--- src/sv/bb3_pkg.sv ---
// Shared constants, types and codes of the 3x3 RGB box blur.
package bb3_pkg;

  localparam int MAX_WIDTH  = 1024;
  localparam int ADDR_W     = $clog2(MAX_WIDTH);
  localparam int FW_W       = 11;
  localparam int FH_W       = 13;
  localparam int ROW_W      = FH_W;
  localparam int TOTAL_W    = ADDR_W + FH_W;
  localparam int CH_W       = 8;
  localparam int PIX_W      = 3 * CH_W;
  localparam int RAM_W      = 2 * PIX_W;
  localparam int SUM_W      = 12;
  localparam int RECIP_W    = 12;
  localparam int RECIP_SH   = 15;
  localparam int CFG_IDX_W  = 2;
  localparam int CFG_DATA_W = FH_W;

  localparam logic [RECIP_W-1:0]   RECIP_NINE = 12'd3641;
  localparam logic [FW_W-1:0]      FW_RESET   = 11'd640;
  localparam logic [FH_W-1:0]      FH_RESET   = 13'd480;

  localparam logic [CFG_IDX_W-1:0] REG_FRAME_WIDTH  = 2'd0;
  localparam logic [CFG_IDX_W-1:0] REG_FRAME_HEIGHT = 2'd1;

  typedef enum logic [1:0] {
    SRC_WIN,
    SRC_MEAN,
    SRC_OLDER_LAST,
    SRC_NEWER
  } px_src_t;

  typedef struct packed {
    logic              has_res;
    logic              wr;
    logic              last;
    px_src_t           src;
    logic [ADDR_W-1:0] wr_addr;
    logic [PIX_W-1:0]  pix;
  } issue_t;

endpackage

--- src/sv/bb3_issue.sv ---
// Issue stage: configuration registers, frame counters and line buffer read addressing.
module bb3_issue (
  input  logic                             clk,
  input  logic                             rst_n,
  input  logic                             cfg_valid,
  output logic                             cfg_ready,
  input  logic [bb3_pkg::CFG_IDX_W-1:0]    cfg_index,
  input  logic [bb3_pkg::CFG_DATA_W-1:0]   cfg_data,
  input  logic                             in_tvalid,
  output logic                             in_tready,
  input  logic                             in_tuser,
  input  logic [bb3_pkg::PIX_W-1:0]        in_tdata,
  input  logic                             pipe_free,
  output logic                             accept,
  output bb3_pkg::issue_t                  iss,
  output logic [bb3_pkg::ADDR_W-1:0]       rd_addr_a,
  output logic [bb3_pkg::ADDR_W-1:0]       rd_addr_b
);
  import bb3_pkg::*;

  localparam int OSUM_W = TOTAL_W + 1;

  logic [FW_W-1:0]    frame_width_r, frame_width_nxt;
  logic [FH_W-1:0]    frame_height_r, frame_height_nxt;
  logic [TOTAL_W-1:0] total_r;
  logic               hold_r;
  logic [ADDR_W-1:0]  in_col_r, in_col_nxt;
  logic [ROW_W-1:0]   in_row_r, in_row_nxt;
  logic [TOTAL_W-1:0] out_idx_r, out_idx_nxt;

  logic [FW_W-1:0]    eff_w;
  logic [FW_W-1:0]    w_last;
  logic [FH_W-1:0]    eff_h;
  logic               draining;
  logic [OSUM_W-1:0]  o_plus_w;
  logic [OSUM_W-1:0]  tail_off;
  logic               tail;
  logic [ADDR_W-1:0]  tail_col;
  logic [OSUM_W-1:0]  o_inc;
  logic               is_last;
  logic [FW_W-1:0]    col_inc;
  logic [ROW_W-1:0]   row_inc;

  assign cfg_ready = 1'b1;
  assign in_tready = !hold_r && pipe_free;
  assign accept    = in_tvalid && in_tready;

  always_comb begin
    eff_w = frame_width_r;
    if (frame_width_r == '0) begin
      eff_w = FW_W'(1);
    end else if (frame_width_r > FW_W'(MAX_WIDTH)) begin
      eff_w = FW_W'(MAX_WIDTH);
    end
    eff_h = (frame_height_r == '0) ? FH_W'(1) : frame_height_r;
    w_last   = eff_w - FW_W'(1);
    draining = in_row_r >= eff_h;
    o_plus_w = {1'b0, out_idx_r} + OSUM_W'(eff_w);
    tail     = o_plus_w >= {1'b0, total_r};
    tail_off = o_plus_w - {1'b0, total_r};
    if (tail_off > OSUM_W'(w_last)) begin
      tail_col = w_last[ADDR_W-1:0];
    end else begin
      tail_col = tail_off[ADDR_W-1:0];
    end
    o_inc   = {1'b0, out_idx_r} + OSUM_W'(1);
    is_last = o_inc >= {1'b0, total_r};
    col_inc = FW_W'(in_col_r) + FW_W'(1);
    row_inc = in_row_r + ROW_W'(1);
  end

  always_comb begin
    iss         = '0;
    iss.src     = SRC_WIN;
    iss.pix     = in_tdata;
    iss.wr_addr = in_col_r;
    rd_addr_a   = in_col_r;
    rd_addr_b   = w_last[ADDR_W-1:0];
    in_col_nxt  = in_col_r;
    in_row_nxt  = in_row_r;
    out_idx_nxt = out_idx_r;
    if (in_tuser) begin
      rd_addr_a = tail_col;
      if (draining) begin
        iss.has_res = 1'b1;
        iss.last    = is_last;
        iss.src     = tail ? SRC_NEWER : SRC_OLDER_LAST;
        if (is_last) begin
          in_col_nxt  = '0;
          in_row_nxt  = '0;
          out_idx_nxt = '0;
        end else begin
          out_idx_nxt = o_inc[TOTAL_W-1:0];
        end
      end
    end else if (!draining) begin
      iss.wr      = 1'b1;
      iss.has_res = (in_row_r >= ROW_W'(2)) || ((in_row_r == ROW_W'(1)) && (in_col_r != '0));
      if (in_col_r == '0) begin
        iss.src = SRC_OLDER_LAST;
      end else if ((in_row_r >= ROW_W'(2)) && (in_col_r >= ADDR_W'(2))) begin
        iss.src = SRC_MEAN;
      end
      if (iss.has_res) begin
        out_idx_nxt = o_inc[TOTAL_W-1:0];
      end
      if (col_inc >= eff_w) begin
        in_col_nxt = '0;
        in_row_nxt = row_inc;
      end else begin
        in_col_nxt = col_inc[ADDR_W-1:0];
      end
    end
  end

  always_comb begin
    frame_width_nxt  = frame_width_r;
    frame_height_nxt = frame_height_r;
    if (cfg_valid) begin
      unique case (cfg_index)
        REG_FRAME_WIDTH:  frame_width_nxt  = cfg_data[FW_W-1:0];
        REG_FRAME_HEIGHT: frame_height_nxt = cfg_data[FH_W-1:0];
        default: ;
      endcase
    end
  end

  always_ff @(posedge clk) begin
    total_r <= TOTAL_W'(eff_w) * TOTAL_W'(eff_h);
    if (!rst_n) begin
      frame_width_r  <= FW_RESET;
      frame_height_r <= FH_RESET;
      hold_r         <= 1'b1;
      in_col_r       <= '0;
      in_row_r       <= '0;
      out_idx_r      <= '0;
    end else begin
      frame_width_r  <= frame_width_nxt;
      frame_height_r <= frame_height_nxt;
      hold_r         <= cfg_valid;
      if (accept) begin
        in_col_r  <= in_col_nxt;
        in_row_r  <= in_row_nxt;
        out_idx_r <= out_idx_nxt;
      end
    end
  end

endmodule

--- config.mk ---
export PLATFORM = sky130hd
export DESIGN_NAME = bb3_issue
export DESIGN_NICKNAME = d
export VERILOG_FILES = /design/src/sv/bb3_pkg.sv /design/src/sv/bb3_issue.sv
export SDC_FILE = /design/constraint.sdc
export NUM_CORES = 1
export LEC_CHECK = 0
export ABC_CLOCK_PERIOD_IN_PS = 11300
export BUFFER_PORTS_ARGS = -buffer_cell sky130_fd_sc_hd__buf_4
export CAP_MARGIN = 15
export CORE_ASPECT_RATIO = 0.9
export CORE_MARGIN = 2
export CORE_UTILIZATION = 56
export DETAILED_ROUTE_END_ITERATION = 10
export PLACE_DENSITY = 0.75
export SYNTH_ARGS = -nofsm -noshare
export SYNTH_HDL_FRONTEND = slang
export SYNTH_SLANG_ARGS = --single-unit
--- constraint.sdc ---
create_clock -name clk -period 11.3 [get_ports clk]
set_input_delay 2.825 -clock clk [delete_from_list [all_inputs] [get_ports clk]]
set_output_delay 2.825 -clock clk [all_outputs]
set_load 0.02 [all_outputs]
# After elaboration in Yosys (flattened, before gate mapping)
# Index checks and enable logic that the tools add are counted.
# totals
ff_bits,94
in_bits,45
output_inout_bits,62
# classes
n_reduce_logical,18
order_cmp,8
add_sub_neg,6
multipliers,1
eq_ne,5
mux,31
# op_table
operator,count
$mux 23,5
$mux 13,6
$mux 10,7
$ge 24x23->1,2
$add 23x1->24 const B,1
$add 23x11->24,1
$gt 24x11->1,1
$sub 24x23->24,1
$mul 11x13->23,1
$mux 11,2
$add 13x1->13 const B,1
$eq 13x1->1 const B,1
$ge 13x13->1,1
$ge 13x2->1 const B,1
$logic_not 13->1,1
$add 10x1->11 const B,1
$ge 11x11->1,1
$gt 11x11->1 const B,1
$logic_not 11->1,1
$sub 11x1->11 const B,1
$ge 10x2->1 const B,1
$logic_not 10->1,1
$reduce_bool 10->1,1
$mux 2,4
other kinds (13),25

# Logic depth before layout (Yosys ltp)
# Gate-level depths: netlist of the first run.
# logic_depth
ltp_word,8
mapped_depth,29
depth_no_buf,28

# Worst setup path before layout of the first run
# Ideal clock, no wire load.
# synth_timing
path_type,register -> output
startpoint,reg frame_width_r[10]
endpoint,out rd_addr_a[8] (netlist bit)
path_buffers,1
required_ps,8475
setup_slack_ps,2226
arrival_ps,6249
path_stages_with_launch,26
cell_sequence,dfxtp_1 > clkbuf_1 > nor2_1 > ha_1 > fa_1 > a21o_1 > a21o_1 > a21o_1 > a21oi_1 > o21bai_1 > a21oi_1 > o21ai_0 > a31oi_1 > nor2_1 > xor2_1 > ha_1 > o21a_1 > o21ai_2 > a21boi_1 > mux2_2 > nor4_2 > o211ai_1 > a2111o_1 > nor3_2 > a21oi_1 > o31ai_1
# synth_between
elab_chain_cells,8
elab_cells_between_ends,10
classes_between,3 x add/sub; 2 x order compare; 4 x mux; 1 x reduce/logical
# synth_lines
element,line,source
from (decl),bb3_issue.sv:23,"logic [FW_W-1:0] frame_width_r, frame_width_nxt;"
from (signal assigned),bb3_issue.sv:138,frame_width_r <= frame_width_nxt;
$gt 11x11->1,bb3_issue.sv:52,end else if (frame_width_r > FW_W'(MAX_WIDTH)) begin
$mux 11,bb3_issue.sv:52,
$mux 11 *,bb3_issue.sv:50,if (frame_width_r == '0) begin
$add 23x11->24,bb3_issue.sv:58,"o_plus_w = {1'b0, out_idx_r} + OSUM_W'(eff_w);"
$sub 24x23->24,bb3_issue.sv:60,"tail_off = o_plus_w - {1'b0, total_r};"
$gt 24x11->1,bb3_issue.sv:61,if (tail_off > OSUM_W'(w_last)) begin
$mux 10 *,bb3_issue.sv:61,
$mux 10 *,bb3_issue.sv:82,if (in_tuser) begin
to (decl),bb3_issue.sv:16,"output logic [bb3_pkg::ADDR_W-1:0] rd_addr_a,"
# Mark *: on every way between the ends. The rest lies on a longest branch, timed or not.

# Worst setup path in the final report of the first run
# layout_timing
startpoint,reg frame_width_r[7]
endpoint,out rd_addr_a[0] (netlist bit)
# The elaborated chain is that of the path after synthesis.

==> run_results.csv, run 1 <==
group,metric,value,unit
final_layout,nets,1919,
synthesis,synth_cell_type_count,80,
final_layout,most-common-layout-cells,"nand2_1, inv_1, nor2_1",
place,dpl.hpwl,28.3,mm
pwr,powerDensity,94.8,nW/um2
global_routing,overflow,0,
worst_setup_path,r2r_end,"total_r[21]",
synthesis,synthTopCellsByArea,"ha_1, fa_1, dfxtp_1",
synthesis,yosysTopAreaCell,"ha_1",
hold_path,worstHoldPathType,"reg -> reg",
timing,rsz0062_at_grt,"false",
route,drtIter0Drc,1128,
floorplanning,ios,107,
timing,min_period,10330,ps
cts,cts_tree,"built",
worst_setup_path,end_kind,"primary output",
synthesis,yosys_warnings,0,
floorplanning,num_rows,52,
final_layout,syn_to_final_growth,6.01,%
synthesis,synth-seq-cells,94,
timing,finClkSkew,15.2,ps
route,wirelength,35.9,mm
cts,root_buffer,"clkbuf_16",
cts,postCtsSetupRepairBufs,0,
pwr,seqPwrFrac,29.2,%
global_routing,grt_pass1_wl,58.6,mm
floorplanning,core_region_area,22300,um2
timing,fmax,96.8,MHz
worst_setup_path,arrival,7510,ps
worst_setup_path,cp_top_family,"compound AO/OA/AOI/OAI gates",
worst_setup_path,start_kind,"flop",
worst_setup_path,critPathSlowestCell,"nor3_2",
floorplanning,initial_core_util,56.6,%
pwr,p_leak,6.31,nW
pwr,comb_power_share,44.6,%
synthesis,yosysSeqAreaShare,14.9,%
final_layout,diodes,0,
route,avgViaCountPerCell,6.00,
timing,tightest_slew,990,ps
final_layout,multiInputGateArea,9590,um2
synthesis,synth_cells,1628,
pwr,p_sw,0.517,mW
timing,worst_slack,965,ps
synthesis,synth_edf_count,0,
global_routing,antenna_found_initial,1,
worst_setup_path,rr_startpoint,"frame_width_r[10]",
final_layout,ff_latch_area,1880,um2
timing,hold_ws,483,ps
floorplanning,die_area,23800,um2
floorplanning,die_y,147,um
floorplanning,die_w,162,um
cts,clkTransAtPathRegs,80,ps
route,ant_nets,0,
route,via_count,11500,
run,maxCapViolCount,0,
cts,cts_hold_buf,0,
timing,hold_viol,0,
timing,max_slew_margin,33.8,%
pwr,sw_frac_of_total,40.7,%
final_layout,layout-drive-gt1-share,6.55,%
worst_setup_path,critPathBufInv,2,
final_layout,final_common_cell,"nand2_1",
cts,clock_latency,360,ps
cts,cts_buffers,9,
place,dpl_cell_area,13100,um2
cts,post_cts_resize_count,0,
final_layout,nFillCells,1994,
place,dp_slack,1490,ps
pwr,p_int,0.754,mW
route,drcViolationCount,0,
pwr,max-vdd-ir-drop,0.0738,mV
worst_setup_path,cp.depth,28,
worst_setup_path,r2r_cells,19,
worst_setup_path,cpPeakStageDelay,620,ps
worst_setup_path,critPathRequiredTime,8480,ps
timing,finalCritPeriodShare,91.5,%
worst_setup_path,path_max_fanout,10,
worst_setup_path,worst_path_most_repeated_cell,"a21o_1",
synthesis,synth_top_area_share,16.0,%
synthesis,async_reset_ff_share,0,%
synthesis,synthFlopType,"dfxtp_1",
timing,setup_viol,0,
worst_setup_path,crit_start,"frame_width_r[7]",
worst_setup_path,worstSetupEndpoint,"rd_addr_a[0]",
pwr,clkPwrFrac,26.3,%
route,wl_per_cell,18.8,um
worst_setup_path,crit_type,"reg -> out",
place,routabilityCongestion,0.933,
route,firstDrtPassIters,6,
pwr,p_total,1.27,mW
global_routing,grt_pass1_vias,11200,
worst_setup_path,reg2reg_slack,4200,ps
final_layout,stdcell_area,13400,um2
timing,slew_violations,0,
timing,tns,0,ps
status,status,"complete, no violations",
cts,cts_buffer_depth,2,
global_routing,grt_usage,31.2,%
global_routing,grt_max_degree,78,
place,port_buffers,57,
cts,h-tree-depth,3,
synthesis,syn_avg_cell_area,7.76,um2
synthesis,syn_nets,1934,
synthesis,syn_area,12600,um2
cts,cts_sinks,94,
==> flip-flops by register name, indices dropped and copies added, names as in the netlist <==
register        count
in_row_r           13
total_r            23
frame_width_r      11
out_idx_r          23
hold_r              1
in_col_r           10
frame_height_r     13
==> power groups by stage <==
stage / Sequential [mW] / Clock, mW / Combinational [mW]
after floorplan: 0.370 / 0 / 0.417
after global placement: 0.378 / 0 / 0.550
after detailed placement: 0.379 / 0 / 0.555
after CTS: 0.371 / 0.337 / 0.560
after global routing: 0.374 / 0.352 / 0.628
final: 0.371 / 0.334 / 0.566
==> worst min-delay path by stage <==
stage | start | to | slack (ps) | cells after the start
2_1_floorplan | frame_height_r[0] | frame_height_r[0] | 440 | 2
4_1_cts | frame_height_r[0] | frame_height_r[0] | 480 | 2
6_report | frame_height_r[0] | frame_height_r[0] | 480 | 2
5_1_grt | frame_height_r[0] | frame_height_r[0] | 490 | 2
3_3_place_gp | frame_height_r[0] | frame_height_r[0] | 460 | 2
3_5_place_dp | frame_height_r[0] | frame_height_r[0] | 470 | 2
==> worst min-delay path, stage by stage (launching register included) <==
cell	delay, ps
dfxtp_1	320
nand2_1	50
a21boi_0	70
==> stage by stage <==
step                cells  util (%)
finish               1915      60.0
global placement     1899      58.6
global route         1915      60.0
CTS                  1915      60.0
detailed placement   1899      58.6
floorplan            1628         -
==> area by class of cell <==
type / count / share of cell area (%)
clock inverter: 7 / 0.663
sequential: 94 / 14.0
clock buffer: 9 / 1.68
tap: 297 / 2.77
multi-input combinational: 1249 / 71.6
timing repair buffer: 72 / 4.03
inverter: 187 / 5.24
==> synth_stat cells, types with 23 or more instances <==
| library cell | n |
|---|---|
| o21ai_0 | 69 |
| a21oi_1 | 48 |
| nor2b_1 | 23 |
| fa_1 | 99 |
| inv_1 | 183 |
| xor2_1 | 34 |
| a21boi_0 | 56 |
| xnor2_1 | 48 |
| buf_4 | 25 |
| ha_1 | 162 |
| nand3_1 | 75 |
| nand2_1 | 201 |
| nor2_1 | 163 |
| clkbuf_1 | 62 |
| and3_1 | 24 |
| dfxtp_1 | 94 |
==> metal layers <==
metal	wire length, um	share of wire, %	global-route usage, %	up-vias
li1	-	-	-	5413
met1	15400	43	42.7	5466
met2	16100	45	48.5	514
met3	3170	8.8	5.88	104
met4	1310	3.6	13.0	0
met5	0	0	0	-
==> kinds of logic after synthesis <==
group           count (synthesis)  synth area share [%]
fa+ha+maj                     261                  31.7
mux                             5                 0.406
compound gates                307                  16.3
other cells                     1                0.0297
simple gates                  593                  21.7
flops                          94                  14.9
xor+xnor                       82                  5.68
buf+inv                       285                  9.24
Note: power is estimated with default switching activity, not from simulation.
==> run 2: changes to the inputs <==
- ABC_AREA: unset -> 1
- CORE_MARGIN: 2 -> 8
==> run_results.csv, run 2 <==
group,metric,value,unit
place,dpl_cell_area,13600,um2
place,dpl.hpwl,30.1,mm
synthesis,synth_top_area_share,15.4,%
cts,h-tree-depth,3,
synthesis,async_reset_ff_share,0,%
cts,post_cts_resize_count,0,
final_layout,nets,2234,
global_routing,met1_usage,35.4,%
cts,clock_latency,360,ps
final_layout,final_common_cell,"nand2_1",
final_layout,most-common-layout-cells,"nand2_1, inv_1, nor2_1",
place,routabilityCongestion,0.923,
pwr,p_total,1.57,mW
synthesis,ys_top_cells_by_count,"nand2_1, inv_1, nor2_1",
pwr,powerDensity,113,nW/um2
synthesis,synth_cell_type_count,46,
worst_setup_path,cpPeakStageDelay,920,ps
timing,hold_ws,483,ps
cts,cts_sinks,94,
floorplanning,num_rows,53,
hold_path,worstHoldPathType,"reg -> reg",
timing,setup_viol,0,
timing,worst_slack,1300,ps
global_routing,antenna_found_initial,0,
synthesis,yosysSeqAreaShare,14.3,%
synthesis,yosysTopAreaCell,"ha_1",
synthesis,synth_xor_area_share,6.34,%
route,drcViolationCount,0,
floorplanning,die_area,28600,um2
global_routing,met3_usage,4.43,%
worst_setup_path,arrival,7180,ps
global_routing,grt_pass1_wl,60.6,mm
route,drtIter0Drc,1088,
global_routing,grt_pass1_vias,12000,
synthesis,synth_edf_count,0,
timing,hold_viol,0,
cts,cts_tree,"built",
synthesis,syn_avg_cell_area,6.82,um2
timing,slew_violations,0,
synthesis,synth-seq-cells,94,
synthesis,syn_nets,2231,
global_routing,grt_max_degree,38,
cts,cts_hold_buf,0,
final_layout,final_cells,2235,
timing,finalCritPeriodShare,88.5,%
route,wl_per_cell,16.5,um
status,status,"complete, no violations",
floorplanning,core_region_area,23200,um2
timing,fmax,100,MHz
route,wirelength,37.0,mm
synthesis,synth_cells,1925,
synthesis,synthFlopType,"dfxtp_1",
worst_setup_path,cp_top_family,"simple AND/OR/NAND/NOR gates",
cts,cts_buffer_depth,2,
timing,finClkSkew,16.0,ps
synthesis,synth.most_common_cell,"nand2_1",
global_routing,overflow,0,
final_layout,diodes,0,
cts,cts_buffers,9,
worst_setup_path,start_kind,"flop",
final_layout,layout-drive-gt1-share,5.85,%
run,maxCapViolCount,0,
place,port_buffers,57,
timing,min_period,10000,ps
route,firstDrtPassIters,6,
place,dp.cells,2218,
synthesis,yosys_warnings,0,
timing,rsz0062_at_grt,"false",
floorplanning,ios,107,
pwr,max-vdd-ir-drop,0.105,mV
cts,postCtsSetupRepairBufs,0,
worst_setup_path,crit_type,"reg -> out",
final_layout,top_regs,"out_idx_r: 23 flops, total_r: 23 flops",
synthesis,synthTopCellsByArea,"ha_1, fa_1, dfxtp_1",
pwr,p_leak,7.25,nW
floorplanning,initial_core_util,56.5,%
synthesis,syn_area,13100,um2
final_layout,final_util,59.9,%
route,via_count,12400,
synthesis,yosys.area_share.simple,26.5,%
floorplanning,die_w,177,um
worst_setup_path,critPathBufInv,3,
final_layout,syn_to_final_growth,5.89,%
synthesis,synth_fa_ha_area_share,30.5,%
worst_setup_path,path_max_fanout,19,
global_routing,grt.busiest_layer,"met2",
timing,tightest_slew,903,ps
cts,clkTransAtPathRegs,80,ps
worst_setup_path,end_kind,"primary output",
timing,tns,0,ps
floorplanning,die_y,161,um
synthesis,yosys-mux-area-fraction,0,%
final_layout,stdcell_area,13900,um2
route,avgViaCountPerCell,5.56,
timing,max_slew_margin,39.7,%
final_layout,nFillCells,2228,
place,dp_slack,1750,ps
global_routing,grt_util_met2,42.3,%
worst_setup_path,critPathSlowestCell,"dfxtp_1",
synthesis,synth_top_family_by_area,"adder cells",
route,ant_nets,0,
worst_setup_path,critPathRequiredTime,8480,ps
global_routing,grt_usage,26.0,%
synthesis,synth_compound_area_share,9.12,%
cts,root_buffer,"clkbuf_16",
worst_setup_path,worst_path_most_repeated_cell,"nand2_1",
run 2: changes by cell type after synthesis, sizes merged, moves of 16 or more:
| cell | before | now |
|---|---|---|
| a21boi | 59 | 2 |
| a21o | 19 | 2 |
| a21oi | 49 | 126 |
| and3 | 24 | 1 |
| clkbuf | 62 | 30 |
| inv | 184 | 342 |
| nand2 | 201 | 439 |
| nand3 | 75 | 114 |
| nor2 | 163 | 202 |
| nor2b | 23 | 0 |
| or4 | 16 | 0 |
| xnor2 | 48 | 15 |
| xor2 | 34 | 80 |
run 2: layout make-up:
type | count | area, um2 | share of cell area [%]
clock inverters | 5 | 67.6 | 0.486
multi-input cells | 1409 | 9520 | 68.5
repair buffers | 64 | 493 | 3.55
inverters | 350 | 1310 | 9.45
clock buffers | 11 | 243 | 1.75
well taps | 302 | 378 | 2.72
flip-flops and latches | 94 | 1880 | 13.5
run 2: worst reg2reg max path: stages (launching register included):
cell      delay (ps)
dfxtp_1          610
o21ai_4          260
nand2_1          320
inv_1            650
nand2_1          210
fa_1             590
inv_1             60
fa_1             490
inv_1             50
fa_1             470
inv_1             60
fa_1             510
fa_1             490
ha_1             370
a21oi_1          150
o21ai_0          100
a21oi_1          270
o21ai_1          180
a21o_1           220
a21boi_1         250
nor2_1            70
nor2_1           130
xor2_1           180
run 2: layer usage:
metal  up-vias  part of all wire [%]
li1       6032                     -
met1      5836                    45
met2       485                    46
met3        64                   7.6
met4         0                   1.8
met5         -                     0
run 2: cells by family after synthesis:
kind of cell,after synthesis
flops,94
buf+inv,422
simple gates,829
other cells,1
xor+xnor,95
compound gates,223
fa+ha+maj,261
run 2: worst paths after layout:
kind | startpoint | endpoint | slack (ps) | depth (start not counted)
hold / removal | out_idx_r[21] | out_idx_r[21] | 480 | 2
hold reg to reg | out_idx_r[21] | out_idx_r[21] | 480 | 2
setup / recovery | frame_width_r[10] | rd_addr_a[5] | 1300 | 34
setup reg to reg | frame_width_r[10] | total_r[20] | 4530 | 22
run 2: power by group:
group | leakage [nW] | switching, mW | internal [mW]
sequential | 0.767 | 0.0204 | 0.364
combinational | 6.33 | 0.556 | 0.305
clock | 0.152 | 0.147 | 0.181
total | 7.25 | 0.723 | 0.850
