### src/sv/bb3_pkg.sv
// Shared constants, types and codes of the 3x3 RGB box blur.
package bb3_pkg;

  localparam int MAX_WIDTH  = 1024;
  localparam int ADDR_W     = $clog2(MAX_WIDTH);
  localparam int FW_W       = 11;
  localparam int FH_W       = 13;
  localparam int ROW_W      = FH_W;
  localparam int TOTAL_W    = ADDR_W + FH_W;
  localparam int CH_W       = 8;
  localparam int PIX_W      = 3 * CH_W;
  localparam int RAM_W      = 2 * PIX_W;
  localparam int SUM_W      = 12;
  localparam int RECIP_W    = 12;
  localparam int RECIP_SH   = 15;
  localparam int CFG_IDX_W  = 2;
  localparam int CFG_DATA_W = FH_W;

  localparam logic [RECIP_W-1:0]   RECIP_NINE = 12'd3641;
  localparam logic [FW_W-1:0]      FW_RESET   = 11'd640;
  localparam logic [FH_W-1:0]      FH_RESET   = 13'd480;

  localparam logic [CFG_IDX_W-1:0] REG_FRAME_WIDTH  = 2'd0;
  localparam logic [CFG_IDX_W-1:0] REG_FRAME_HEIGHT = 2'd1;

  typedef enum logic [1:0] {
    SRC_WIN,
    SRC_MEAN,
    SRC_OLDER_LAST,
    SRC_NEWER
  } px_src_t;

  typedef struct packed {
    logic              has_res;
    logic              wr;
    logic              last;
    px_src_t           src;
    logic [ADDR_W-1:0] wr_addr;
    logic [PIX_W-1:0]  pix;
  } issue_t;

endpackage

### src/sv/bb3_pipe.sv
// Read stage: line buffer forwarding, 3x3 window, mean and output register.
module bb3_pipe (
  input  logic                        clk,
  input  logic                        rst_n,
  input  logic                        accept,
  input  bb3_pkg::issue_t             iss,
  input  logic [bb3_pkg::ADDR_W-1:0]  rd_addr_a,
  input  logic [bb3_pkg::ADDR_W-1:0]  rd_addr_b,
  input  logic [bb3_pkg::RAM_W-1:0]   ram_qa,
  input  logic [bb3_pkg::RAM_W-1:0]   ram_qb,
  output logic                        pipe_free,
  output logic                        ram_we,
  output logic [bb3_pkg::ADDR_W-1:0]  ram_waddr,
  output logic [bb3_pkg::RAM_W-1:0]   ram_wdata,
  output logic                        out_tvalid,
  input  logic                        out_tready,
  output logic [bb3_pkg::PIX_W-1:0]   out_tdata,
  output logic                        out_tlast
);
  import bb3_pkg::*;

  localparam int PROD_W = SUM_W + RECIP_W;

  logic              s1_v_r;
  issue_t            s1_r;
  logic              fwd_a_r, fwd_b_r;
  logic [RAM_W-1:0]  fwd_data_r;
  logic [PIX_W-1:0]  win_r [6];
  logic              out_valid_r;
  logic [PIX_W-1:0]  out_data_r;
  logic              out_last_r;

  logic              s1_done;
  logic [RAM_W-1:0]  rd_a, rd_b;
  logic [PIX_W-1:0]  top_px, mid_px, older_last;
  logic [PIX_W-1:0]  nb [9];
  logic [SUM_W-1:0]  sum [3];
  logic [PROD_W-1:0] prod [3];
  logic [PIX_W-1:0]  mean_px;
  logic [PIX_W-1:0]  res_px;

  assign s1_done   = s1_v_r && (!s1_r.has_res || !out_valid_r || out_tready);
  assign pipe_free = !s1_v_r || s1_done;

  assign rd_a       = fwd_a_r ? fwd_data_r : ram_qa;
  assign rd_b       = fwd_b_r ? fwd_data_r : ram_qb;
  assign top_px     = rd_a[RAM_W-1:PIX_W];
  assign mid_px     = rd_a[PIX_W-1:0];
  assign older_last = rd_b[RAM_W-1:PIX_W];

  assign ram_we    = s1_done && s1_r.wr;
  assign ram_waddr = s1_r.wr_addr;
  assign ram_wdata = {mid_px, s1_r.pix};

  always_comb begin
    nb[0] = win_r[0];
    nb[1] = win_r[1];
    nb[2] = win_r[2];
    nb[3] = win_r[3];
    nb[4] = win_r[4];
    nb[5] = win_r[5];
    nb[6] = top_px;
    nb[7] = mid_px;
    nb[8] = s1_r.pix;
    for (int c = 0; c < 3; c++) begin
      sum[c] = ((SUM_W'(nb[0][c*CH_W +: CH_W]) + SUM_W'(nb[1][c*CH_W +: CH_W]))
              + (SUM_W'(nb[2][c*CH_W +: CH_W]) + SUM_W'(nb[3][c*CH_W +: CH_W])))
             + ((SUM_W'(nb[4][c*CH_W +: CH_W]) + SUM_W'(nb[5][c*CH_W +: CH_W]))
              + (SUM_W'(nb[6][c*CH_W +: CH_W]) + SUM_W'(nb[7][c*CH_W +: CH_W])))
             + SUM_W'(nb[8][c*CH_W +: CH_W]);
      prod[c] = PROD_W'(sum[c]) * PROD_W'(RECIP_NINE);
      mean_px[c*CH_W +: CH_W] = prod[c][RECIP_SH +: CH_W];
    end
  end

  always_comb begin
    case (s1_r.src)
      SRC_WIN:        res_px = win_r[4];
      SRC_MEAN:       res_px = mean_px;
      SRC_OLDER_LAST: res_px = older_last;
      SRC_NEWER:      res_px = mid_px;
      default:        res_px = win_r[4];
    endcase
  end

  always_ff @(posedge clk) begin
    if (accept) begin
      s1_r       <= iss;
      fwd_data_r <= ram_wdata;
    end
    if (s1_done && s1_r.has_res) begin
      out_data_r <= res_px;
      out_last_r <= s1_r.last;
    end
    if (!rst_n) begin
      s1_v_r      <= 1'b0;
      fwd_a_r     <= 1'b0;
      fwd_b_r     <= 1'b0;
      out_valid_r <= 1'b0;
      for (int i = 0; i < 6; i++) begin
        win_r[i] <= '0;
      end
    end else begin
      if (accept) begin
        s1_v_r  <= 1'b1;
        fwd_a_r <= ram_we && (ram_waddr == rd_addr_a);
        fwd_b_r <= ram_we && (ram_waddr == rd_addr_b);
      end else if (s1_done) begin
        s1_v_r <= 1'b0;
      end
      if (ram_we) begin
        win_r[0] <= win_r[3];
        win_r[1] <= win_r[4];
        win_r[2] <= win_r[5];
        win_r[3] <= top_px;
        win_r[4] <= mid_px;
        win_r[5] <= s1_r.pix;
      end
      if (s1_done && s1_r.has_res) begin
        out_valid_r <= 1'b1;
      end else if (out_tready) begin
        out_valid_r <= 1'b0;
      end
    end
  end

  assign out_tvalid = out_valid_r;
  assign out_tdata  = out_data_r;
  assign out_tlast  = out_last_r;

  a_no_overrun: assert property (@(posedge clk) disable iff (!rst_n)
    accept |-> pipe_free)
    else $error("item issued while the read stage is still occupied");

  a_stall_holds: assert property (@(posedge clk) disable iff (!rst_n)
    s1_v_r && s1_r.has_res && out_valid_r && !out_tready |=> s1_v_r && $stable(s1_r))
    else $error("stalled read stage lost its item");

  a_forward_a: assert property (@(posedge clk) disable iff (!rst_n)
    accept && ram_we && (ram_waddr == rd_addr_a)
    |=> fwd_a_r && (fwd_data_r === $past(ram_wdata)))
    else $error("line buffer write not forwarded to the following read");

  a_mean_is_data: assert property (@(posedge clk) disable iff (!rst_n)
    s1_v_r && (s1_r.src == SRC_MEAN) |-> s1_r.has_res && s1_r.wr)
    else $error("mean selected for an item that is not a data pixel with a result");

endmodule

### config.mk
export PLATFORM = sky130hd
export DESIGN_NAME = bb3_pipe
export DESIGN_NICKNAME = d
export VERILOG_FILES = /design/src/sv/bb3_pkg.sv /design/src/sv/bb3_pipe.sv
export SDC_FILE = /design/constraint.sdc
export NUM_CORES = 1
export LEC_CHECK = 0
export BUFFER_PORTS_ARGS = -buffer_cell sky130_fd_sc_hd__buf_4
export CAP_MARGIN = 20
export CORE_MARGIN = 3
export CORE_UTILIZATION = 60
export CTS_CLUSTER_DIAMETER = 100
export DETAILED_ROUTE_END_ITERATION = 10
export HOLD_SLACK_MARGIN = 0.12
export PLACE_DENSITY = 0.85
export SLEW_MARGIN = 20
export SYNTH_ARGS = -nofsm -noshare
export SYNTH_HDL_FRONTEND = slang
export SYNTH_SLANG_ARGS = --single-unit
export TNS_END_PERCENT = 100
### constraint.sdc
create_clock -name clk -period 17.15 [get_ports clk]
set_clock_uncertainty 0.05 [all_clocks]
set_input_delay 3.43 -clock clk [delete_from_list [all_inputs] [get_ports clk]]
set_output_delay 3.43 -clock clk [all_outputs]
set_load 0.01 [all_outputs]
## Word level (Yosys, flattened, before mapping)

Memories as Yosys holds them, arrays and structs flattened.
Index checks and enable logic that the tools add are counted.

- Register bits: 116
- Memories kept: 1
- RAM bits: 144
- Input bits: 159

Memories:

| name | depth | bits a word | read ports | clocked after memory_dff | write ports | line | source |
|---|---|---|---|---|---|---|---|
| win_r | 6 | 24 | 6 | 0 | 6 | bb3_pipe.sv:28 | `logic [PIX_W-1:0] win_r [6];` |

- Bitwise logic cells: 6
- Multiplexer cells: 17
- Equality and inequality tests: 5
- Multipliers: 3
- Reductions and logical operators: 14
- $add $sub $neg: 24

Operators with widths:

| operator | count |
|---|---|
| $mux 24 | 6 |
| $add 8x8->9 | 12 |
| $mux 48 | 2 |
| $pmux 24 s4 | 1 |
| $mul 12x12->23 const B | 3 |
| $add 9x9->10 | 6 |
| $add 11x8->12 | 3 |
| $add 10x10->11 | 3 |
| $eq 10x10->1 | 2 |
| $mux 1 | 8 |
| $or 1x1->1 | 6 |
| $logic_and 1x1->1 | 5 |
| $eq 2x2->1 const B | 2 |
| $reduce_bool 2->1 | 2 |
| $logic_not 1->1 | 3 |
| $logic_or 1x1->1 | 3 |
| $eq 2x1->1 const B | 1 |
| $logic_not 2->1 | 1 |

## Longest topological paths before layout

Gate-level depths: netlist of the first run.

- Word-level depth: 9
- Depth in mapped cells: 39
- Mapped depth without buffers: 37

## Worst setup path after synthesis of the first run

Ideal clock, no wire load.

- Path kind: input port to flip-flop
- From: input ram_qa[2] (netlist name)
- To: register out_data_r[7], in the netlist out_tdata[7], data pin
- Buffers on the path: 0
- Path slack: 5.564 ns
- Stages on the path: 33
- Arrival: 11.264 ns
- Cells stage by stage: mux2i_1 fa_1 inv_1 fa_1 fa_1 inv_1 fa_1 inv_1 ha_1 inv_1 fa_1 inv_1 a21o_1 a21oi_1 o21ai_0 nor2_1 xnor2_1 xor2_1 ha_1 ha_1 inv_1 fa_1 inv_1 fa_1 inv_1 fa_1 inv_1 ha_1 and3_1 a211o_1 a221oi_1 xnor2_1 mux4_2

- Cells in the longest elaborated chain, start to end: 7

RTL lines:

| element | line | source |
|---|---|---|
| start: declaration | bb3_pipe.sv:9 | `input logic [bb3_pkg::RAM_W-1:0] ram_qa,` |
| $mux 48 | bb3_pipe.sv:45 | `assign rd_a = fwd_a_r ? fwd_data_r : ram_qa;` |
| $add 8x8->9 | bb3_pipe.sv:69 | `+ (SUM_W'(nb[6][c*CH_W +: CH_W]) + SUM_W'(nb[7][c*CH_W +: CH_W])))` |
| $add 9x9->10 | bb3_pipe.sv:69 |  |
| $add 10x10->11 | bb3_pipe.sv:68 | `+ ((SUM_W'(nb[4][c*CH_W +: CH_W]) + SUM_W'(nb[5][c*CH_W +: CH_W]))` |
| $add 11x8->12 | bb3_pipe.sv:70 | `+ SUM_W'(nb[8][c*CH_W +: CH_W]);` |
| $mul 12x12->23 | bb3_pipe.sv:71 | `prod[c] = PROD_W'(sum[c]) * PROD_W'(RECIP_NINE);` |
| $pmux 24 s4 | bb3_pipe.sv:77 | `case (s1_r.src)` |
| named net res_px[7] | bb3_pipe.sv:40 | `logic [PIX_W-1:0] res_px;` |
| end signal: assignment | bb3_pipe.sv:92 | `out_data_r <= res_px;` |
| end: declaration | bb3_pipe.sv:30 | `logic [PIX_W-1:0] out_data_r;` |

The timed path passes the listed nets, and every way through them passes these cells.
A chain may end at the register's enable or synchronous reset.

## Worst setup path in the final report of the first run

Same ends and word-level chain as after synthesis.

==> metrics.csv, run 1 <==
stage,metric,value,unit
setup_path,Crit path max-delay family,adder cells,
grt,grt met3 use,4.54,%
clocking,clock sinks,260,
floorplan,Die ar.,39000,um2
run,Max-cap violations,0,
sta,max-slew violations,0,
floorplan,Starting Density,61.4,%
grt,first-pass GRT wire length,81.6,mm
clocking,Clock Latency Late Sink,0.56,ns
detailed_routing,vias,14300,
sta,final hold slack,0.389,ns
hold_path,Worst Hold Depth,0,
floorplan,core region area,35800,um2
grt,largest net degree at the start of global routing,87,
clocking,Post-CTS Repair Setup Buffers,0,
floorplan,Die Y,198,um
clocking,CTS Buffer Depth,3,
synthesis,Syn. warnings,0,
synthesis,number of flops mapped to enable cells by yosys,256,
sta,Worst Tran Pin Value,1.09,ns
detailed_routing,Remaining DRCs,0,
clocking,CTS Hold Buffers Added,0,
sta,Fin Setup TNS,0,ns
grt,GRT Max-Usage Layer,met2,
synthesis,Yosys top cell area share,34.9,%
grt,grt ovf,0,
synthesis,Mapped Area,22000,um2
grt,met1 usage,34.6,%
cells_and_area,post-route design area,24600,um2
cells_and_area,antenna cell count,0,
placement,port bufs,220,
setup_path,Worst Path Arrival,12.53,ns
synthesis,synth top area cells,"edfxtp_1, fa_1, ha_1",
clocking,Worst-path clk slew,0.06,ns
floorplan,Ports,245,
hold_path,min-delay worst type,reg2reg,
sta,Final Hold Fails,0,
synthesis,most common cell in the synthesized netlist,inv_1,
setup_path,reg2reg start,fwd_a_r,
detailed_routing,first-pass iteration count of the detailed router,5,
grt,vias in the first global route,15600,
synthesis,Syn Area/Cell,11.7,um2
detailed_routing,Via density,5.68,
floorplan,die width,198,um
setup_path,Buffers & Inverters on Critical Path,10,
placement,gp weighted congestion,0.969,
synthesis,Async SR Flop Fraction,0,%
sta,Rel. slew slack,27.1,%
clocking,CTS tree,done,
clocking,Clock Tree Root,clkbuf_16,
synthesis,synthesis-stage register bit count,260,
detailed_routing,initial DRC count,940,
setup_path,startpoint types,primary input,
synthesis,Syn Inst Count,1880,
setup_path,CP max stage delay,0.63,ns
floorplan,# rows,69,
hold_path,min-delay src,s1_r[36],
cells_and_area,nets,2671,
placement,detailed placement HPWL,38.6,mm
setup_path,Setup Crit Path Kind,in2reg,
setup_path,Critical Path Start,ram_qa[2],
synthesis,Post-Syn Nets,2514,
synthesis,sequential fraction of the synthesis area,35.3,%
sta,maximum clock frequency,0.0815,GHz
clocking,total CTS buffers,29,
clocking,htree depth,1,
grt,GRT Overall Usage,26.6,%
setup_path,worst path required time,17.40,ns
grt,M2 GR Usage,46.6,%
clocking,Post-CTS Resized,0,
cells_and_area,layout cells sized above 1,14.5,%
synthesis,count of cell types in the netlist,55,
detailed_routing,total wire length,50.9,mm
sta,RSZ-0062 raised after global routing,false,
synthesis,cell accounting for the most synthesized area,edfxtp_1,
setup_path,cell mode on critical path,inv_1,
detailed_routing,DR WL/cell,20.2,um
setup_path,r2r worst-path depth,34,
grt,antenna violations before repair,0,
cells_and_area,area grow syn2layout,11.8,%
status,status,"complete, no violations",
sta,fin crit period,12.28,ns
sta,endpoints failing setup,0,
setup_path,crit end category,register,
setup_path,CP Max Fanout,7,
setup_path,Crit-path slowest cell,xnor2_1,
detailed_routing,Detail Route Antenna Nets,0,
sta,Tcrit/Tclk final,71.6,%
synthesis,"top cells by count, synth","inv_1, edfxtp_1, ha_1",
placement,placed cell areas,23700,um2
setup_path,CP Depth,34,
synthesis,Post-synth top flop,edfxtp_1,
-- layout by cell type, fill, tap and decap left out, types with 14 or more instances in the layout --
cell type	n
fa_1	234
xnor2_1	57
a21oi_1	43
edfxtp_1	256
ha_1	241
inv_1	372
a21o_1	27
o21ai_0	32
mux2_2	14
mux2i_1	61
xor2_1	40
nor2_1	113
nand2_1	44
buf_4	229
and3_1	89
clkbuf_16	29
-- cell type report --
cell class	instances	area [um2]
multi-input cells	1143	12200
repair buffers	230	1750
fillers	2456	11200
clock buffers	33	741
inverters	373	1400
flip-flops and latches	260	7770
clock inverters	18	130
well taps	461	577
-- worst reg2reg max path, delay by kind of cell (launching register included) --
kind	cells	cell delay (ns)
adder cells (fa/ha/maj)	11	4.56
XOR/XNOR	4	1.26
AO/OA/AOI/OAI	5	1.11
buffers and inverters	9	1.03
AND/OR/NAND/NOR	4	0.75
flip-flops	1	0.61
multiplexers	1	0.53
-- path summary, 6_finish.rpt --
kind	slack, ns	endpoint
max	4.87	out_tdata[7]
max reg2reg	6.93	out_tdata[14]
min	0.39	out_tlast
min reg2reg	0.39	out_tlast
-- metal layers --
metal / vias up / part of all wire [%]
met1: 7160 / 39
met2: 528 / 51
met5: - / 0
met4: 0 / 2.9
li1: 6529 / -
met3: 93 / 6.6
-- per-stage QoR --
stage          std cells  utilization [%]  setup WS, ns
4_1_cts             2517             68.6          4.98
3_5_place_dp        2466             66.2          4.57
3_3_place_gp        2466             66.2          4.75
6_report            2518             68.7          4.87
2_1_floorplan       1880                -          5.56
5_1_grt             2518             68.7          4.52
-- logic make-up after synthesis --
kind of cell	count (synthesis)	share of synthesized area, %
buffers and inverters	477	9.15
adder cells (fa/ha/maj)	476	35.0
AND/OR/NAND/NOR	310	6.93
flip-flops	260	35.3
AO/OA/AOI/OAI	177	5.41
XOR/XNOR	97	3.86
multiplexers	83	4.31
-- state kept, by name, summed over array words and instances (netlist names) --
signal      cells
fwd_a_r         1
fwd_b_r         1
fwd_data_r     48
out_tdata      24
out_tlast       1
out_tvalid      1
ram_waddr      10
ram_wdata      24
s1_r            5
s1_v_r          1
win_r         144
Power of run 1 is not shown: default switching activity piles up to over one toggle a cycle in this logic, so the estimate is an artifact.
==> run 2, diff against run 1 <==
--- a/config.mk
+++ b/config.mk
@@ -8,11 +8,11 @@
 export BUFFER_PORTS_ARGS = -buffer_cell sky130_fd_sc_hd__buf_4
 export CAP_MARGIN = 20
 export CORE_MARGIN = 3
-export CORE_UTILIZATION = 60
+export CORE_UTILIZATION = 55
 export CTS_CLUSTER_DIAMETER = 100
 export DETAILED_ROUTE_END_ITERATION = 10
 export HOLD_SLACK_MARGIN = 0.12
-export PLACE_DENSITY = 0.85
+export PLACE_DENSITY = 0.83
 export SLEW_MARGIN = 20
 export SYNTH_ARGS = -nofsm -noshare
 export SYNTH_HDL_FRONTEND = slang
==> constraint.sdc (replaced) <==
create_clock -name clk -period 10.53 [get_ports clk]
set_clock_uncertainty 0.05 [all_clocks]
set_input_delay 2.106 -clock clk [delete_from_list [all_inputs] [get_ports clk]]
set_output_delay 2.106 -clock clk [all_outputs]
set_load 0.01 [all_outputs]
==> metrics.csv, run 2 (synthesis gave the netlist of run 1 again) <==
stage,metric,value,unit
floorplan,# rows,72,
floorplan,Die Y,206,um
hold_path,min-delay worst type,reg2reg,
cells_and_area,antenna cell count,0,
placement,Setup WS pre-CTS,-0.288,ns
setup_path,reg2reg start,fwd_a_r,
setup_path,worst path required time,10.80,ns
setup_path,CP max stage delay,0.53,ns
setup_path,cell mode on critical path,inv_1,
setup_path,Crit-path slowest cell,fa_1,
floorplan,core region area,39100,um2
setup_path,Setup Crit Path Kind,in2reg,
detailed_routing,initial DRC count,1017,
clocking,htree depth,1,
clocking,clock sinks,260,
sta,endpoints failing setup,0,
placement,gp weighted congestion,0.955,
clocking,Clock Latency Late Sink,0.59,ns
sta,Final WS setup,0.402,ns
grt,GRT Overall Usage,25.3,%
sta,max-slew violations,0,
placement,port bufs,220,
setup_path,r2r worst-path depth,31,
detailed_routing,Detail Route Antenna Nets,0,
sta,final hold slack,0.380,ns
setup_path,Critical Path Start,ram_qa[2],
cells_and_area,Largest register FFs,144,
clocking,CTS tree,done,
clocking,total CTS buffers,30,
cells_and_area,layout cells sized above 1,19.6,%
detailed_routing,total wire length,52.7,mm
cells_and_area,"Most flops, register",win_r,
setup_path,flop2flop setup slack,1.08,ns
detailed_routing,first-pass iteration count of the detailed router,5,
run,Max-cap violations,0,
clocking,Post-CTS Repair Setup Buffers,0,
setup_path,CP Depth,36,
setup_path,CP Max Fanout,3,
setup_path,Crit path max-delay family,adder cells,
placement,detailed placement HPWL,40.6,mm
clocking,Worst-path clk slew,0.06,ns
setup_path,Reg-to-Reg End,out_tdata[23],
setup_path,startpoint types,primary input,
detailed_routing,Via density,5.44,
sta,Final Hold Fails,0,
floorplan,Ports,245,
setup_path,Worst Path Arrival,10.39,ns
detailed_routing,vias,14700,
grt,largest net degree at the start of global routing,87,
setup_path,crit path to,out_tdata[6],
grt,vias in the first global route,16200,
sta,Rel. slew slack,20.2,%
cells_and_area,most frequent cells in the layout,"inv_1, buf_4, edfxtp_1, ha_1, fa_1",
clocking,CTS Buffer Depth,3,
floorplan,die width,206,um
clocking,Clock Tree Root,clkbuf_16,
sta,RSZ-0062 raised after global routing,false,
floorplan,Starting Density,56.3,%
grt,first-pass GRT wire length,83.7,mm
cells_and_area,"commonest non-fill, non-tap cell in the layout",inv_1,
status,status,"complete, no violations",
sta,maximum clock frequency,0.0987,GHz
cells_and_area,area grow syn2layout,16.4,%
sta,fin crit period,10.13,ns
setup_path,crit end category,register,
grt,grt ovf,0,
setup_path,Buffers & Inverters on Critical Path,12,
sta,Worst Tran Pin Value,1.19,ns
cells_and_area,nets,2789,
sta,Tcrit/Tclk final,96.2,%
detailed_routing,DR WL/cell,19.5,um
cells_and_area,Largest regs,"win_r x144, fwd_data_r x48",
grt,antenna violations before repair,0,
detailed_routing,Remaining DRCs,0,
floorplan,Die ar.,42400,um2
-- run 2: cell types whose count changed in the layout (fill, tap and decap cells not counted), sizes merged --
cell and change:
clkbuf +2, inv +1, clkinvlp +4, bufinv -1, buf +117, clkinv -2
-- run 2: final cells by class --
type	count	area [um2]
Inverter	373	1400
Timing Repair Buffer	347	2630
Sequential cell	260	7770
Tap cell	518	648
Multi-Input combinational cell	1143	12300
Fill cell	2964	13500
Clock inverter	20	150
Clock buffer	35	769
-- run 2: per-layer routing --
metal,part of all wire [%],global-route usage [%],up-vias
li1,-,-,6767
met1,40,32.6,7334
met2,51,45.1,476
met3,6.3,3.43,96
met4,2.9,7.25,0
met5,0,0,-
-- run 2: how the worst min path moves through the flow --
stage,from,to,slack (ns),depth (start not counted)
after floorplan,s1_r[36],out_tlast,0.35,0
after global placement,s1_r[36],out_tlast,0.35,0
after detailed placement,s1_r[36],out_tlast,0.36,0
after CTS,s1_r[36],out_tlast,0.38,0
after global routing,s1_r[36],out_tlast,0.40,0
final,s1_r[36],out_tlast,0.38,0
-- run 2: worst register-to-register path, delay by kind of cell (launching register included) --
kind                       cells  cell delay [ns]
and+or+nand+nor                2             0.42
DFF                            1             0.57
xor gates and xnor gates       2             0.34
muxes                          2             0.92
AOI/OAI and AO/OA              8             1.76
buffers and inverters          5             0.62
adders and majority gates     12             4.48
-- run 2: timing repair --
| action | in CTS | in global routing |
|---|---|---|
| resized for setup | 0 | 4 |
| hold buffers | 0 | 0 |
| setup endpoints to repair | 0 | 4 |
-- run 2: per-stage QoR --
step	cells	cell area [um2]	setup TNS, ns	util (%)
after floorplan	1880	22000	0	-
after global placement	2640	24700	-0.543	63.1
after detailed placement	2640	24700	-1.20	63.1
after CTS	2695	25600	0	65.5
after global routing	2696	25600	0	65.5
final	2696	25600	0	65.5
Power of run 2 is left out for the same reason.
==> run 3, diff against run 2 <==
--- a/config.mk
+++ b/config.mk
@@ -7,12 +7,15 @@
 export LEC_CHECK = 0
 export BUFFER_PORTS_ARGS = -buffer_cell sky130_fd_sc_hd__buf_4
 export CAP_MARGIN = 20
+export CELL_PAD_IN_SITES_DETAIL_PLACEMENT = 0
+export CELL_PAD_IN_SITES_GLOBAL_PLACEMENT = 2
 export CORE_MARGIN = 3
-export CORE_UTILIZATION = 55
+export CORE_UTILIZATION = 37
 export CTS_CLUSTER_DIAMETER = 100
 export DETAILED_ROUTE_END_ITERATION = 10
 export HOLD_SLACK_MARGIN = 0.12
-export PLACE_DENSITY = 0.83
+export PLACE_DENSITY = 0.82
+export RECOVER_POWER = 50
 export SLEW_MARGIN = 20
 export SYNTH_ARGS = -nofsm -noshare
 export SYNTH_HDL_FRONTEND = slang
==> metrics.csv, run 3 (synthesis gave the netlist of run 1 again) <==
stage,metric,value,unit
status,status,finished with violations,
status,failing checks,"max-capacitance violations, max-slew violations",
grt,antenna violations before repair,1,
setup_path,cell mode on critical path,inv_1,
sta,maximum clock frequency,0.0985,GHz
floorplan,core region area,58200,um2
detailed_routing,Detail Route Antenna Nets,0,
grt,grt ovf,0,
detailed_routing,initial DRC count,636,
detailed_routing,total wire length,54.3,mm
cells_and_area,area grow syn2layout,17.8,%
cells_and_area,Fillers,5452,
floorplan,Starting Density,37.8,%
detailed_routing,first-pass iteration count of the detailed router,5,
sta,final hold slack,0.372,ns
detailed_routing,M1 wire length,24.2,mm
detailed_routing,vias,14300,
cells_and_area,Largest register FFs,144,
detailed_routing,top routing layer in use,met4,
sta,max-slew violations,275,
grt,vias in the first global route,15800,
clocking,CTS Buffer Depth,3,
detailed_routing,DR WL met2,26.4,mm
cells_and_area,"Most flops, register",win_r,
setup_path,crit end category,register,
setup_path,worst path required time,10.76,ns
sta,fin crit period,10.15,ns
clocking,CTS Hold Buffers Added,0,
clocking,Worst-path clk slew,0.06,ns
grt,GRT Overall Usage,18.0,%
setup_path,Worst Path Arrival,10.38,ns
floorplan,# rows,88,
sta,Final WS setup,0.375,ns
floorplan,Die ar.,62400,um2
placement,placed cells,2908,
cells_and_area,most frequent cells in the layout,"inv_1, edfxtp_1, buf_4, ha_1, fa_1",
sta,Worst Tran Pin Value,3.45,ns
cells_and_area,antenna cell count,0,
sta,Rel. slew slack,-130,%
cells_and_area,"commonest non-fill, non-tap cell in the layout",inv_1,
sta,endpoints failing setup,0,
sta,RSZ-0062 raised after global routing,false,
run,Max-cap violations,6,
clocking,clock sinks,260,
placement,Setup WS pre-CTS,-0.369,ns
setup_path,Setup Crit Path Kind,in2reg,
clocking,Clock Tree Root,clkbuf_16,
grt,largest net degree at the start of global routing,85,
detailed_routing,Via density,4.81,
cells_and_area,post-route design area,25900,um2
sta,Tcrit/Tclk final,96.4,%
cells_and_area,Largest regs,"win_r x144, fwd_data_r x48",
clocking,Clock Latency Late Sink,0.54,ns
cells_and_area,final std cells w/o fill,2967,
floorplan,Ports,245,
floorplan,Die Y,250,um
placement,gp weighted congestion,0.891,
clocking,CTS tree,done,
grt,first-pass GRT wire length,88.1,mm
cells_and_area,layout cells sized above 1,16.7,%
setup_path,CP max stage delay,0.53,ns
floorplan,die width,250,um
clocking,htree depth,2,
setup_path,startpoint types,primary input,
hold_path,min-delay worst type,reg2reg,
setup_path,CP Max Fanout,5,
sta,Final Hold Fails,0,
detailed_routing,DR WL/cell,18.3,um
clocking,total CTS buffers,35,
placement,port bufs,220,
setup_path,Crit-path slowest cell,fa_1,
placement,detailed placement HPWL,42.6,mm
placement,placed cell areas,25100,um2
cells_and_area,nets,2815,
detailed_routing,Remaining DRCs,0,
detailed_routing,metal3 WL,2.77,mm
## run 3: changes by cell type in the layout (fill, tap and decap cells not counted), moves of 2 or more
cell	change
clkinv_4	-2
buf_4	-102
mux2_1	+2
mux2i_2	+2
mux2i_1	-2
clkinv_2	-4
clkinvlp_4	-4
mux2_2	-2
clkbuf_4	+50
clkbuf_1	+78
clkbuf_16	+7
## run 3: critical path: cells and delay by family
kind            cells  cell delay [ns]
fa+ha+maj          12             4.91
mux                 2             0.68
xor+xnor            3             0.52
buf+inv            11             0.87
compound gates      5             1.01
simple gates        2             0.28
## run 3: final cells by class
cell class              count  area, um2  area share (%)
multi-input cells        1143      12300            47.3
flip-flops and latches    260       7770            30.0
repair buffers            368       2500            9.63
inverters                 373       1400            5.40
clock buffers              46        960            3.70
well taps                 765        957            3.69
clock inverters            12       90.1           0.347
## run 3: layer usage
metal	vias to the layer above	GRT usage [%]
met5	-	0
met4	0	3.85
met3	53	3.76
met2	291	30.5
met1	7117	23.8
li1	6821	-
## run 3: repair_timing
action / CTS / global route
buffers inserted: 0 / 0
setup endpoints to repair: 0 / 7
gates resized for setup: 0 / 7
## run 3: final timing paths
kind                    from       endpoint  slack (ns)  depth (start not counted)
setup reg to reg     fwd_a_r  out_tdata[23]        0.96                         31
setup / recovery  ram_qa[26]   out_tdata[7]        0.38                         35
hold reg to reg     s1_r[36]      out_tlast        0.37                          0
hold / removal      s1_r[36]      out_tlast        0.37                          0
## run 3: through the flow
step                TNS [ns]  util [%]
detailed placement     -1.53      43.2
global route               0      44.5
CTS                        0      45.0
finish                     0      44.5
global placement      -0.724      43.2
floorplan                  0         -
Power of run 3 is left out for the same reason.
